`config.mk`:
```
export PLATFORM = sky130hd
export DESIGN_NAME = remote_switch_pulse_encoder_core
export DESIGN_NICKNAME = d
export VERILOG_FILES = /design/src/hdl/rspe_pkg.sv /design/src/hdl/remote_switch_pulse_encoder_core.sv
export VERILOG_INCLUDE_DIRS = /design/src /design/src/hdl
export SDC_FILE = /design/constraint.sdc
export NUM_CORES = 1
export LEC_CHECK = 0
export ABC_AREA = 1
export BUFFER_PORTS_ARGS = -buffer_cell sky130_fd_sc_hd__buf_2
export CORE_AREA = 2 2 136 138
export DETAILED_ROUTE_END_ITERATION = 8
export DIE_AREA = 0 0 138 140
export GPL_TIMING_DRIVEN = 1
export SYNTH_ARGS = -nofsm -noshare
export SYNTH_HDL_FRONTEND = slang
export SYNTH_SLANG_ARGS = --single-unit
```
`constraint.sdc`:
```
create_clock -name clk -period 4.3 [get_ports clk]
set_input_delay 0.215 -clock clk [delete_from_list [all_inputs] [get_ports clk]]
set_output_delay 0.215 -clock clk [all_outputs]
set_load 0.02 [all_outputs]
```
`src/hdl/assert_macros.svh`:
```
// Assertion helpers included by the encoder core.
`ifndef ASSERT_MACROS_SVH
`define ASSERT_MACROS_SVH

// The consequent must hold in the same cycle as the antecedent.
`define ASSERT_IMPLIES(label, clk, rst_n, ante, cons) \
    label: assert property (@(posedge clk) disable iff (!rst_n) (ante) |-> (cons)) \
        else $error("assertion failed");

// The consequent must hold in the cycle after the antecedent.
`define ASSERT_NEXT(label, clk, rst_n, ante, cons) \
    label: assert property (@(posedge clk) disable iff (!rst_n) (ante) |=> (cons)) \
        else $error("assertion failed");

`endif

```
`src/hdl/rspe_pkg.sv`:
```
package rspe_pkg;

    // Action codes of an input word.
    localparam logic [1:0] ACT_TICK  = 2'd0;
    localparam logic [1:0] ACT_UNIT  = 2'd1;
    localparam logic [1:0] ACT_GROUP = 2'd2;
    localparam logic [1:0] ACT_DIM   = 2'd3;

    // Configuration register indexes.
    localparam int unsigned CFG_IDX_W  = 2;
    localparam int unsigned CFG_DATA_W = 32;
    localparam logic [CFG_IDX_W-1:0] REG_ADDRESS = 2'd0;
    localparam logic [CFG_IDX_W-1:0] REG_PERIOD  = 2'd1;
    localparam logic [CFG_IDX_W-1:0] REG_REPEAT  = 2'd2;

    // Bit position counter covers up to 32 address bits.
    localparam int unsigned POS_W    = 5;
    localparam int unsigned FRAMES_W = 7;
    localparam int unsigned REPEAT_W = 3;

    // Multipliers of the base period.
    localparam int unsigned START_LOW_MULT = 10;
    localparam int unsigned BIT_LONG_MULT  = 5;
    localparam int unsigned STOP_LOW_MULT  = 40;

endpackage

```
`src/hdl/remote_switch_pulse_encoder_core.sv`:
```
// On-off pulse train encoder for a 433 MHz remote switch.
//
// Input channel (in_valid / in_stall) carries one word per cycle while in_stall is low: either a
// one-microsecond tick or a send command (unit, group or dim). A command is
// taken only while the encoder is idle; otherwise it is dropped with
// command_taken low and does not count as a tick. Every input word yields
// exactly one output word (pin_level, busy_res, command_taken) on the output
// channel (out_valid / out_stall).
// Configuration is written through cfg_valid / cfg_ready / cfg_index /
// cfg_data, one register per write, always ready; write only while idle.
//
// An accepted word is captured in the input register, and the segment logic
// result then lands in the output register once the output slot is free.
// Throughput is one word per cycle while the receiver does not stall.
// When the receiver stalls, the output register holds its word, the input
// register fills, and in_stall rises until the output word is taken.
// Reset clears both pipeline registers, puts the encoder idle with the pin
// low, and restores the register defaults (address 0, period 250, 8 frames).
`include "assert_macros.svh"

module remote_switch_pulse_encoder_core #(
    parameter int unsigned ADDRESS_BITS = 26,
    parameter int unsigned PERIOD_BITS  = 12
) (
    input  logic                               clk,
    input  logic                               rst_n,
    // Configuration write port
    input  logic                               cfg_valid,
    output logic                               cfg_ready,
    input  logic [rspe_pkg::CFG_IDX_W-1:0]     cfg_index,
    input  logic [rspe_pkg::CFG_DATA_W-1:0]    cfg_data,
    // Input channel
    input  logic                               in_valid,
    output logic                               in_stall,
    input  logic [1:0]                         action,
    input  logic [3:0]                         unit,
    input  logic                               switch_on,
    input  logic [3:0]                         dim_level,
    // Output channel
    output logic                               out_valid,
    input  logic                               out_stall,
    output logic                               pin_level,
    output logic                               busy_res,
    output logic                               command_taken
);

    localparam int unsigned TICK_W = PERIOD_BITS + 6;
    localparam int unsigned AIDX_W = (ADDRESS_BITS > 1) ? $clog2(ADDRESS_BITS) : 1;
    localparam logic [rspe_pkg::POS_W-1:0] ADDR_TOP = rspe_pkg::POS_W'(ADDRESS_BITS - 1);
    localparam logic [PERIOD_BITS-1:0] PERIOD_RESET = PERIOD_BITS'(250);

    typedef enum logic [2:0] {
        F_IDLE   = 3'd0,
        F_START  = 3'd1,
        F_ADDR   = 3'd2,
        F_GROUP  = 3'd3,
        F_SWITCH = 3'd4,
        F_UNIT   = 3'd5,
        F_DIM    = 3'd6,
        F_STOP   = 3'd7
    } field_t;

    // Configuration registers
    logic [ADDRESS_BITS-1:0]           address_reg;
    logic [PERIOD_BITS-1:0]            period_reg;
    logic [rspe_pkg::REPEAT_W-1:0]     repeat_reg;

    // Input register
    logic                              in_valid_reg;
    logic [1:0]                        action_reg;
    logic [3:0]                        unit_reg;
    logic                              switch_reg;
    logic [3:0]                        dim_reg;

    // Encoder state
    logic                              level_reg,   level_next;
    field_t                            field_reg,   field_next;
    logic [rspe_pkg::POS_W-1:0]        pos_reg,     pos_next;
    logic [1:0]                        step_reg,    step_next;
    logic [TICK_W-1:0]                 ticks_reg,   ticks_next;
    logic [rspe_pkg::FRAMES_W-1:0]     frames_reg,  frames_next;
    logic [1:0]                        kind_reg,    kind_next;
    logic [3:0]                        hunit_reg,   hunit_next;
    logic                              hswitch_reg, hswitch_next;
    logic [3:0]                        hdim_reg,    hdim_next;

    // Output register
    logic                              out_valid_reg;
    logic                              pin_reg;
    logic                              busy_reg;
    logic                              taken_reg;

    logic                              proc_fire;
    logic                              in_fire;
    logic                              taken_next;
    logic                              load_seg;
    logic                              seg_bit;
    logic [TICK_W-1:0]                 t_one;
    logic [TICK_W-1:0]                 t_five;
    logic [TICK_W-1:0]                 t_start;
    logic [TICK_W-1:0]                 t_stop;
    logic [TICK_W-1:0]                 seg_len;

    // Handshakes: the input register drains whenever the output slot is free.
    assign proc_fire = in_valid_reg && (!out_valid_reg || !out_stall);
    assign in_stall  = in_valid_reg && !proc_fire;
    assign in_fire   = in_valid && !in_stall;
    assign cfg_ready = 1'b1;

    assign out_valid     = out_valid_reg;
    assign pin_level     = pin_reg;
    assign busy_res      = busy_reg;
    assign command_taken = taken_reg;

    // Period multiples; a zero period counts as one tick.
    always_comb
    begin
        t_one   = (period_reg == '0) ? TICK_W'(1) : TICK_W'(period_reg);
        t_five  = (t_one << 2) + t_one;
        t_start = (t_one << 3) + (t_one << 1) + (t_one >> 1);
        t_stop  = (t_one << 5) + (t_one << 3);
    end

    // Next encoder state for the word in the input register.
    always_comb
    begin
        level_next   = level_reg;
        field_next   = field_reg;
        pos_next     = pos_reg;
        step_next    = step_reg;
        ticks_next   = ticks_reg;
        frames_next  = frames_reg;
        kind_next    = kind_reg;
        hunit_next   = hunit_reg;
        hswitch_next = hswitch_reg;
        hdim_next    = hdim_reg;
        taken_next   = 1'b0;
        load_seg     = 1'b0;

        if (proc_fire)
        begin
            if (action_reg == rspe_pkg::ACT_TICK)
            begin
                if (field_reg != F_IDLE)
                begin
                    if (ticks_reg > TICK_W'(1))
                    begin
                        ticks_next = ticks_reg - TICK_W'(1);
                    end
                    else if (((field_reg == F_START || field_reg == F_STOP) && step_reg != 2'd1)
                             || (field_reg != F_START && field_reg != F_STOP
                                 && step_reg != 2'd3))
                    begin
                        // Next segment of the same symbol.
                        step_next = step_reg + 2'd1;
                        load_seg  = 1'b1;
                    end
                    else
                    begin
                        step_next = 2'd0;
                        load_seg  = 1'b1;
                        if ((field_reg == F_ADDR || field_reg == F_UNIT || field_reg == F_DIM)
                            && pos_reg != '0)
                        begin
                            pos_next = pos_reg - rspe_pkg::POS_W'(1);
                        end
                        else
                        begin
                            unique case (field_reg)
                                F_START:
                                begin
                                    field_next = F_ADDR;
                                    pos_next   = ADDR_TOP;
                                end
                                F_ADDR:
                                begin
                                    field_next = F_GROUP;
                                    pos_next   = '0;
                                end
                                F_GROUP:
                                begin
                                    field_next = F_SWITCH;
                                end
                                F_SWITCH:
                                begin
                                    field_next = F_UNIT;
                                    pos_next   = rspe_pkg::POS_W'(3);
                                end
                                F_UNIT:
                                begin
                                    if (kind_reg == rspe_pkg::ACT_DIM)
                                    begin
                                        field_next = F_DIM;
                                        pos_next   = rspe_pkg::POS_W'(3);
                                    end
                                    else
                                    begin
                                        field_next = F_STOP;
                                        pos_next   = '0;
                                    end
                                end
                                F_DIM:
                                begin
                                    field_next = F_STOP;
                                    pos_next   = '0;
                                end
                                default:
                                begin
                                    // End of a stop pulse: repeat or go idle.
                                    pos_next = '0;
                                    if (frames_reg != '0)
                                    begin
                                        frames_next = frames_reg - rspe_pkg::FRAMES_W'(1);
                                        field_next  = F_START;
                                    end
                                    else
                                    begin
                                        field_next = F_IDLE;
                                        ticks_next = '0;
                                        level_next = 1'b0;
                                        load_seg   = 1'b0;
                                    end
                                end
                            endcase
                        end
                    end
                end
            end
            else if (field_reg == F_IDLE)
            begin
                // Latch the command and start the first frame.
                taken_next   = 1'b1;
                kind_next    = action_reg;
                hunit_next   = (action_reg == rspe_pkg::ACT_GROUP) ? 4'd0 : unit_reg;
                hswitch_next = (action_reg == rspe_pkg::ACT_DIM) ? 1'b0 : switch_reg;
                hdim_next    = dim_reg;
                frames_next  = (rspe_pkg::FRAMES_W'(1) << repeat_reg)
                               - rspe_pkg::FRAMES_W'(1);
                field_next   = F_START;
                pos_next     = '0;
                step_next    = 2'd0;
                load_seg     = 1'b1;
            end
        end

        // Data bit of the segment being loaded.
        unique case (field_next)
            F_ADDR:   seg_bit = address_reg[pos_next[AIDX_W-1:0]];
            F_GROUP:  seg_bit = (kind_next == rspe_pkg::ACT_GROUP);
            F_SWITCH: seg_bit = hswitch_next;
            F_UNIT:   seg_bit = hunit_next[pos_next[1:0]];
            F_DIM:    seg_bit = hdim_next[pos_next[1:0]];
            default:  seg_bit = 1'b0;
        endcase

        // Length of the segment being loaded.
        if (field_next == F_START)
        begin
            seg_len = (step_next == 2'd0) ? t_one : t_start;
        end
        else if (field_next == F_STOP)
        begin
            seg_len = (step_next == 2'd0) ? t_one : t_stop;
        end
        else if (field_next == F_SWITCH && kind_next == rspe_pkg::ACT_DIM)
        begin
            seg_len = t_one;
        end
        else if (step_next == 2'd1)
        begin
            seg_len = seg_bit ? t_five : t_one;
        end
        else if (step_next == 2'd3)
        begin
            seg_len = seg_bit ? t_one : t_five;
        end
        else
        begin
            seg_len = t_one;
        end

        if (load_seg)
        begin
            level_next = !step_next[0];
            ticks_next = seg_len;
        end
    end

    // Registers: configuration, input stage, encoder state and output stage.
    always_ff @(posedge clk or negedge rst_n)
    begin
        if (!rst_n)
        begin
            address_reg   <= '0;
            period_reg    <= PERIOD_RESET;
            repeat_reg    <= rspe_pkg::REPEAT_W'(3);
            in_valid_reg  <= 1'b0;
            level_reg     <= 1'b0;
            field_reg     <= F_IDLE;
            pos_reg       <= '0;
            step_reg      <= 2'd0;
            ticks_reg     <= '0;
            frames_reg    <= '0;
            kind_reg      <= 2'd0;
            hunit_reg     <= 4'd0;
            hswitch_reg   <= 1'b0;
            hdim_reg      <= 4'd0;
            out_valid_reg <= 1'b0;
            pin_reg       <= 1'b0;
            busy_reg      <= 1'b0;
            taken_reg     <= 1'b0;
        end
        else
        begin
            if (cfg_valid)
            begin
                unique case (cfg_index)
                    rspe_pkg::REG_ADDRESS: address_reg <= cfg_data[ADDRESS_BITS-1:0];
                    rspe_pkg::REG_PERIOD:  period_reg  <= cfg_data[PERIOD_BITS-1:0];
                    rspe_pkg::REG_REPEAT:  repeat_reg  <= cfg_data[rspe_pkg::REPEAT_W-1:0];
                    default:               ;
                endcase
            end

            if (in_fire)
            begin
                in_valid_reg <= 1'b1;
            end
            else if (proc_fire)
            begin
                in_valid_reg <= 1'b0;
            end

            level_reg   <= level_next;
            field_reg   <= field_next;
            pos_reg     <= pos_next;
            step_reg    <= step_next;
            ticks_reg   <= ticks_next;
            frames_reg  <= frames_next;
            kind_reg    <= kind_next;
            hunit_reg   <= hunit_next;
            hswitch_reg <= hswitch_next;
            hdim_reg    <= hdim_next;

            if (proc_fire)
            begin
                out_valid_reg <= 1'b1;
                pin_reg       <= level_next;
                busy_reg      <= (field_next != F_IDLE);
                taken_reg     <= taken_next;
            end
            else if (!out_stall)
            begin
                out_valid_reg <= 1'b0;
            end
        end
    end

    // Input payload registers without reset.
    always_ff @(posedge clk)
    begin
        if (in_fire)
        begin
            action_reg <= action;
            unit_reg   <= unit;
            switch_reg <= switch_on;
            dim_reg    <= dim_level;
        end
    end

    // The pin is low whenever no frame is in progress.
    `ASSERT_IMPLIES(a_idle_pin_low, clk, rst_n, field_reg == F_IDLE, !level_reg)
    // An accepted command always leaves the encoder busy.
    `ASSERT_IMPLIES(a_taken_busy, clk, rst_n, out_valid_reg && taken_reg, busy_reg)
    // Back-pressure only arises from a full input stage behind a stalled output.
    `ASSERT_IMPLIES(a_stall_cause, clk, rst_n, in_stall, in_valid_reg && out_valid_reg && out_stall)
    // A processed word always shows up in the output stage next cycle.
    `ASSERT_NEXT(a_proc_out, clk, rst_n, proc_fire, out_valid_reg)

endmodule

```
# ---- Word level (Yosys, flattened, before mapping)
# Index checks and enable logic that the tools add are counted.
dict set report totals {
  ff_bits 104
  in_bits 50
  output_inout_bits 6
  word_cells 207
}
dict set report classes {
  n_addsub 9
  magnitude_cmp 3
  eq_ne 38
  shifts 1
  n_mux 96
  n_reduce_logical 38
}
# op count
set op_table {}
lappend op_table {{$mux W18} 12}
lappend op_table {{$mux W15} 5}
lappend op_table {{$mux W7} 8}
lappend op_table {{$mux W5} 7}
lappend op_table {{$mux W1} 32}
lappend op_table {{$mux W4} 7}
lappend op_table {{$eq A3 B3 Y1 const B} 8}
lappend op_table {{$mux W3} 7}
lappend op_table {{$mux W2} 10}
lappend op_table {{$pmux W5 S4} 1}
lappend op_table {{$add A17 B15 Y18} 1}
lappend op_table {{$gt A18 B1 Y1 const B} 1}
lappend op_table {{$pmux W3 S6} 1}
lappend op_table {{$sub A18 B1 Y18 const B} 1}
lappend op_table {{$add A16 B11 Y17} 1}
lappend op_table {{$mux W17} 1}
lappend op_table {{$add A15 B13 Y16} 1}
lappend op_table {{$add A14 B12 Y15} 1}
lappend op_table {{$eq A2 B2 Y1 const B} 7}
lappend op_table {{$eq A3 B2 Y1 const B} 4}
lappend op_table {{$logic_not A12 Y1} 1}
lappend op_table {{$mux W12} 1}
lappend op_table {{$ne A3 B3 Y1 const B} 4}
lappend op_table {{$ne A2 B2 Y1 const B} 5}
lappend op_table {{other kinds (27)} 58}

# ---- Depth between registers and ports, before layout
# Gate-level depths: netlist of the first run.
dict set report logic_depth {
  ltp_word 20
  mapped_depth 31
  depth_no_buf 28
}

# ---- Worst setup path after synthesis of the first run
# OpenSTA, ideal clock, no wires.
dict set report synth_path {
  path_type {flip-flop to flip-flop}
  from {register period_reg[10]}
  to {register ticks_reg[14]}
  t_arrival_ns 3.552
  t_required_ns 4.169
  setup_slack_ns 0.617
  path_stages_with_launch 24
  path_buffers 1
  synth_period_minus_slack_ns 3.683
  cell_sequence {dfrtp_1 -> clkbuf_1 -> nor2_1 -> a41oi_1 -> fa_1 -> fa_1 -> o21ai_0 -> a21oi_1 -> o21bai_1 -> nand2_1 -> nand2_1 -> a21oi_1 -> nor2_1 -> nor2_1 -> o21bai_1 -> nand2_1 -> inv_1 -> o21ai_0 -> nand2_1 -> a21boi_0 -> o21ai_0 -> nand3_1 -> nand3_1 -> o21ai_0}
}
dict set report synth_via {
  elab_chain_cells 10
}
# element line_no
set synth_lines {}
lappend synth_lines {{start: declaration} remote_switch_pulse_encoder_core.sv:65} ;# logic [PERIOD_BITS-1:0] period_reg;
lappend synth_lines {{start signal: assignment} remote_switch_pulse_encoder_core.sv:319} ;# rspe_pkg::REG_PERIOD: period_reg <= cfg_data[PERIOD_BITS-1:0];
lappend synth_lines {{$logic_not A12 Y1} remote_switch_pulse_encoder_core.sv:118} ;# t_one = (period_reg == '0) ? TICK_W'(1) : TICK_W'(period_reg);
lappend synth_lines {{$mux W12 (*)} remote_switch_pulse_encoder_core.sv:118}
lappend synth_lines {{branches (longest 6 deep; another with $add A16 B11 Y17)} n/a}
lappend synth_lines {{$mux W18 (*)} remote_switch_pulse_encoder_core.sv:257} ;# if (field_next == F_START)
lappend synth_lines {{$mux W18 (*)} remote_switch_pulse_encoder_core.sv:282} ;# if (load_seg)
lappend synth_lines {{end signal: assignment} remote_switch_pulse_encoder_core.sv:338} ;# ticks_reg <= ticks_next;
lappend synth_lines {{end: declaration} remote_switch_pulse_encoder_core.sv:80} ;# logic [TICK_W-1:0] ticks_reg, ticks_next;
# Every way passes the cells marked *.
# A chain may end at the register's enable or synchronous reset.

# ---- Final worst setup path of the first run
dict set report layout_path {
  from {register period_reg[2]}
  to {register ticks_reg[14]}
}
# The elaborated chain is that of the path after synthesis.

==> flow_summary.toml, run 1 <==
[placement]
hpwl_um = 14300
place_ws_ns = 0.304
gp_congestion = 0.873
port_buffers = 48

[sta]
maxSlewViolCount = 0
worst_clock_skew_ns = 0.0187
max_clock_freq_ghz = 0.255
post-route-min-period_ns = 3.92
setup_viol = 0
hold_viol_final = 0
slew_headroom = 0.450
fin_tns_setup_ns = 0
finalWorstSetupSlack_ns = 0.377
period_share = 0.912
worstMarginPinSlew_ns = 0.823

[synthesis]
yosys.area.top_type = "dfrtp_1"
ys_seq_area_frac = 0.339
synth.net_count = 1176
syn_avg_cell_area_um2 = 7.25
ys_warn_count = 0
yosys-top-cells-area = "dfrtp_1, nand2_1, inv_1"
synth_top_area_share = 0.271
syn-cell-area_mm2 = 0.00786
synth.distinct_cells = 59
synth_edf_count = 11
synth_most_common_cell = "nand2_1"
syn-instance-count = 1084
synth_flop_cell = "dfrtp_1"
synthArstFlopShare = 0.894
synth.cells.most_frequent = "nand2_1, inv_1, nor2_1"
synth_seq_cells = 104

[die]
dieArea_mm2 = 0.0193
die_w_um = 138
row_count = 49
initial_core_util = 0.442
ios = 56
die_y_um = 140
core_mm2 = 0.0178

[final_layout]
largest_reg_flops = 26
nets = 1215
area_growth_pct = 10.3
num-fill-cells = 1822
n_antenna_cell = 0
drive_gt1_frac = 0.160

[flow_run]
drv_cap = 0

[grt]
track_usage = 0.204
grt_start_max_net_pins = 65
grt_overflow_total = 0
grt_pass1_wl_um = 32600
antenna_found_initial = 0
grt_pass1_vias = 6647

[detailed_routing]
wl_um = 18900
drt-vias-per-instance = 5.12
wire_per_inst_um = 13.9
ant_nets = 0
dr_total_vias = 6942
dr.pass1.iters = 5
drtIter0Drc = 497
remaining_drc_errors = 0

[clock_network]
cts.htree.levels = 3
post_cts_buffers = 0
cts_tree = "done"
path_clk_slew_ns = 0.09
clk_path_buf_depth = 2
cts_root_buf = "clkbuf_16"
cts.sinks = 104
clk_latency_ns = 0.37
numCtsBuffers = 9

[critical_path]
cp_data_required_time_ns = 4.55
cp-end-kind = "flop"
cp-start-kind = "flop"
critPathArrivalTime_ns = 4.17
crit_type = "reg -> reg"
crit_fanout = 4

[pwr]
power.density_mw_per_mm2 = 401
p_leak_nw = 4.31
power_mw = 3.48
peakVddDrop_mv = 0.214

[min_path]
min_path_type = "in -> reg"

[run_status]
status = "finished clean"
[worst paths after layout]
path                                            from                        end  slack, ns  cells past startpoint
max                        period_reg[2]$_DFFE_PN0P_  ticks_reg[14]$_DFFE_PN0P_       0.38                     26
min                                          unit[1]      unit_reg[1]$_DFFE_PP_       0.02                      1
max reg2reg                period_reg[2]$_DFFE_PN0P_  ticks_reg[14]$_DFFE_PN0P_       0.38                     26
min reg2reg                command_taken$_DFFE_PN0P_  command_taken$_DFFE_PN0P_       0.48                      2
max in group asynchronous                      rst_n      step_reg[0]$_DFF_PN0_       2.87                      3
min in group asynchronous                      rst_n      out_valid$_DFFE_PN0P_       0.47                      2
[per-layer routing]
layer | vias to the layer above | GRT usage | routed length [um] | part of all wire
met1 | 3192 | 0.294 | 9380 | 0.50
met5 | - | 0 | 0 | 0
met4 | 0 | 0.0473 | 248 | 0.013
met3 | 15 | 0.0205 | 671 | 0.035
li1 | 3606 | - | - | -
met2 | 129 | 0.332 | 8620 | 0.46
[timing repair]
action	in CTS	in global routing
resized for setup	0	3
hold buffers	1	0
setup endpoints to repair	0	2
hold endpoints to repair	55	0
[area by class of cell]
type                       count  area, um^2  area share
multi-input combinational    786        4410       0.508
timing repair buffer          71         418      0.0482
tap                          229         287      0.0330
inverter                     151         576      0.0663
clock inverter                 7        96.3      0.0111
sequential                   104        2670       0.308
clock buffer                   9         225      0.0260
[cell families after synthesis]
logic type               synth area share
multiplexers                      0.00398
AND/OR/NAND/NOR                     0.293
adder cells (fa/ha/maj)            0.0774
other                            0.000477
flip-flops                          0.339
AO/OA/AOI/OAI                       0.159
XOR/XNOR                           0.0245
buffers and inverters               0.102
[worst max-delay path, cell delays in order, from the launching register on]
cell      delay, ns
dfrtp_1        0.38
nor4_1         0.35
a41oi_2        0.20
buf_4          0.19
inv_1          0.05
ha_1           0.18
ha_1           0.15
inv_1          0.06
fa_1           0.42
o21ai_1        0.22
a21oi_1        0.11
o21bai_1       0.20
nand2_1        0.07
nand2_1        0.06
a21oi_1        0.07
nor2_1         0.12
nor2_1         0.06
o21bai_1       0.21
nand2_1        0.08
inv_1          0.07
o21ai_0        0.07
nand2_1        0.08
a21boi_0       0.08
o21ai_0        0.08
nand3_1        0.11
nand3_1        0.07
o21ai_0        0.07
[power breakdown]
group	switching (mW)	leakage, nW	internal, mW
logic	0.765	2.94	0.505
registers	0.153	1.22	1.19
clock network	0.440	0.155	0.423
total	1.36	4.31	2.12
[cells in the final DEF (no fill, tap or decap), types with 4 or more instances in the layout]
| master | Yosys | layout |
|---|---|---|
| xnor2_1 | 7 | 7 |
| ha_1 | 31 | 31 |
| a21boi_1 | 5 | 5 |
| o21ai_0 | 85 | 84 |
| nand4_1 | 5 | 5 |
| edfxtp_1 | 11 | 11 |
| inv_1 | 134 | 134 |
| xor2_1 | 15 | 15 |
| dfstp_2 | 8 | 8 |
| nand3_1 | 81 | 81 |
| dfrtp_1 | 85 | 85 |
| nand2_2 | 16 | 16 |
| clkbuf_16 | 0 | 9 |
| nand2_4 | 11 | 11 |
| nor2_1 | 98 | 98 |
| nand3_2 | 7 | 7 |
| a22oi_1 | 5 | 5 |
| buf_2 | 1 | 47 |
| a31oi_1 | 13 | 13 |
| o21ai_1 | 10 | 11 |
| o21bai_1 | 5 | 5 |
| a21oi_1 | 74 | 74 |
| buf_4 | 3 | 23 |
| o211ai_1 | 6 | 6 |
| nand3b_1 | 5 | 5 |
| nor2_2 | 10 | 10 |
| inv_2 | 14 | 14 |
| or2_2 | 10 | 10 |
| fa_1 | 11 | 11 |
| nor2_4 | 6 | 6 |
| nand2_1 | 232 | 232 |
| clkinv_8 | 0 | 4 |
| nor3_1 | 8 | 8 |
[stage by stage]
step	cells	instance area (um^2)	hold slack, ns	util
finish	1357	8670	0.0163	0.488
global route	1357	8670	0.00385	0.488
CTS	1357	8660	0.0115	0.487
detailed placement	1340	8330	0.351	0.468
global placement	1340	8330	0.356	0.468
floorplan	1084	7860	-0.0806	-
No activity file was read; power rests on OpenSTA's default activity.
==> run 2: changes to the inputs <==
- PLACE_DENSITY: unset -> 0.69
==> run 2 against run 1 <==
Against the previous run:
- total power down 0.83%
- clock skew down 0.0057 ns
- non-clock buffer count down 2
- global-route usage down 0.79 points
- hold slack better by 0.0079 ns
- sequential share of layout area up 0.084 points
- first-iteration DRC count down 12%
- clock power down 5.3%
- utilization down 0.13 points
- sequential cell count unchanged
- fmax up 0.57%
- count of clock-buffer cells in the layout up 1
- critical endpoint unchanged
==> flow_summary.toml, run 2 (synthesized netlist as in run 1, its figures left out) <==
[pwr]
power.share.switching = 0.388
seq_power_share = 0.390
power_switching_mw = 1.34
peakVddDrop_mv = 0.204
p_leak_nw = 4.29
power_mw = 3.45
p_int_mw = 2.11
clockPowerShare = 0.237
power.density_mw_per_mm2 = 399
power_frac_comb = 0.373

[placement]
gp_congestion = 0.918
hpwl_um = 14000
port_buffers = 48

[detailed_routing]
dr.pass1.iters = 5
drt-vias-per-instance = 5.18
ant_nets = 0
wire_per_inst_um = 13.7
drtIter0Drc = 437
dr_total_vias = 7016
wl_um = 18500
remaining_drc_errors = 0

[die]
core_mm2 = 0.0178
dieArea_mm2 = 0.0193
die_y_um = 140
ios = 56
row_count = 49
initial_core_util = 0.442
die_w_um = 138

[sta]
slew_headroom = 0.409
period_share = 0.907
post-route-min-period_ns = 3.90
worst_clock_skew_ns = 0.0130
maxSlewViolCount = 0
max_clock_freq_ghz = 0.256
hold_viol_final = 0
hold_slack_ns = 0.0242
worstMarginPinSlew_ns = 0.884
setup_viol = 0

[critical_path]
r2r_slack_ns = 0.40
reg2reg_to = "ticks_reg[14]$_DFFE_PN0P_"
cp-start-kind = "flop"
cp-end-kind = "flop"
crit_fanout = 5
critPathLaunch = "period_reg[8]$_DFFE_PN0P_"
critPathArrivalTime_ns = 4.14
cp_data_required_time_ns = 4.54
r2r-start = "period_reg[8]$_DFFE_PN0P_"
reg2reg_depth = 22
crit_type = "reg -> reg"

[run_status]
status = "finished clean"

[clock_network]
path_clk_slew_ns = 0.08
cts_root_buf = "clkbuf_16"
clk_path_buf_depth = 2
numCtsBuffers = 9
cts_tree = "done"
cts.htree.levels = 3
clk_latency_ns = 0.36
cts.sinks = 104

[final_layout]
drive_gt1_frac = 0.159
final_cell_mix = "nand2_1, inv_1, nor2_1, dfrtp_1, o21ai_0"
n_antenna_cell = 0
num-fill-cells = 1797
final_common_cell = "nand2_1"
utilization = 0.487
nets = 1213
largest_reg_flops = 26
area_growth_pct = 10.0

[grt]
grt_pass1_vias = 6642
grt_start_max_net_pins = 52
track_usage = 0.196
grt_pass1_wl_um = 31400
antenna_found_initial = 0
grt_overflow_total = 0

[min_path]
whs_path_depth = 1
min_path_type = "in -> reg"
hold_path_startpoint = "unit[0]"
hold_end = "unit_reg[0]$_DFFE_PP_"

[flow_run]
drv_cap = 0
## run 2: stage by stage
stage	setup TNS [ns]	area, um^2	worst slack, ns	instances
after floorplan	0	7860	0.617	1084
after global placement	0	8310	0.282	1338
after detailed placement	0	8310	0.191	1338
after CTS	0	8610	0.174	1355
after global routing	-0.0156	8650	-0.0156	1355
final	0	8650	0.399	1355
## run 2: worst max path at each step
stage,endpoint,slack [ns],cells past startpoint
5_1_grt,ticks_reg[14]$_DFFE_PN0P_,-0.02,22
2_1_floorplan,ticks_reg[14]$_DFFE_PN0P_,0.62,23
4_1_cts,ticks_reg[14]$_DFFE_PN0P_,0.17,22
3_5_place_dp,ticks_reg[14]$_DFFE_PN0P_,0.19,22
3_3_place_gp,ticks_reg[14]$_DFFE_PN0P_,0.28,22
6_report,ticks_reg[14]$_DFFE_PN0P_,0.40,22
## run 2: area by class of cell
| cell class | instances | area, um^2 | share of cell area |
|---|---|---|---|
| clock inverter | 6 | 57.6 | 0.00665 |
| clock buffer | 10 | 229 | 0.0265 |
| sequential | 104 | 2670 | 0.308 |
| multi-input combinational | 786 | 4430 | 0.512 |
| timing repair buffer | 69 | 403 | 0.0466 |
| inverter | 151 | 576 | 0.0665 |
| tap | 229 | 287 | 0.0331 |
## run 2: layer usage
metal / routed length (um) / part of all wire / GRT usage / up-vias
met3: 649 / 0.035 / 0.0267 / 22
met2: 8510 / 0.46 / 0.321 / 145
li1: - / - / - / 3601
met5: 0 / 0 / 0 / -
met1: 9040 / 0.49 / 0.270 / 3248
met4: 333 / 0.018 / 0.0618 / 0
## run 2: what timing repair did
item | 4_1_cts | 5_1_grt
setup buffers | 0 | 0
hold endpoints to repair | 42 | 0
hold buffers | 1 | 0
setup endpoints to repair | 0 | 2
resized for setup | 0 | 6
## run 2: power by group through the flow
stage	Sequential, mW	Clock, mW	Combinational, mW
2_1_floorplan	1.33	0	0.972
3_3_place_gp	1.35	0	1.23
3_5_place_dp	1.35	0	1.26
4_1_cts	1.34	0.834	1.27
5_1_grt	1.37	0.869	1.47
6_report	1.35	0.816	1.29
## run 2: critical path, stage by stage (launching register included)
cell      delay (ns)
dfrtp_1         0.37
nor2_1          0.45
a41oi_4         0.22
fa_1            0.52
fa_1            0.45
o21ai_1         0.23
a21oi_1         0.10
o21bai_1        0.20
nand2_1         0.08
nand2_1         0.06
a21oi_1         0.07
nor2_1          0.13
nor2_1          0.06
o21bai_1        0.17
nand2_1         0.07
inv_1           0.06
o21ai_0         0.07
nand2_1         0.09
a21boi_0        0.08
o21ai_0         0.08
nand3_1         0.09
nand3_1         0.07
o21ai_0         0.07
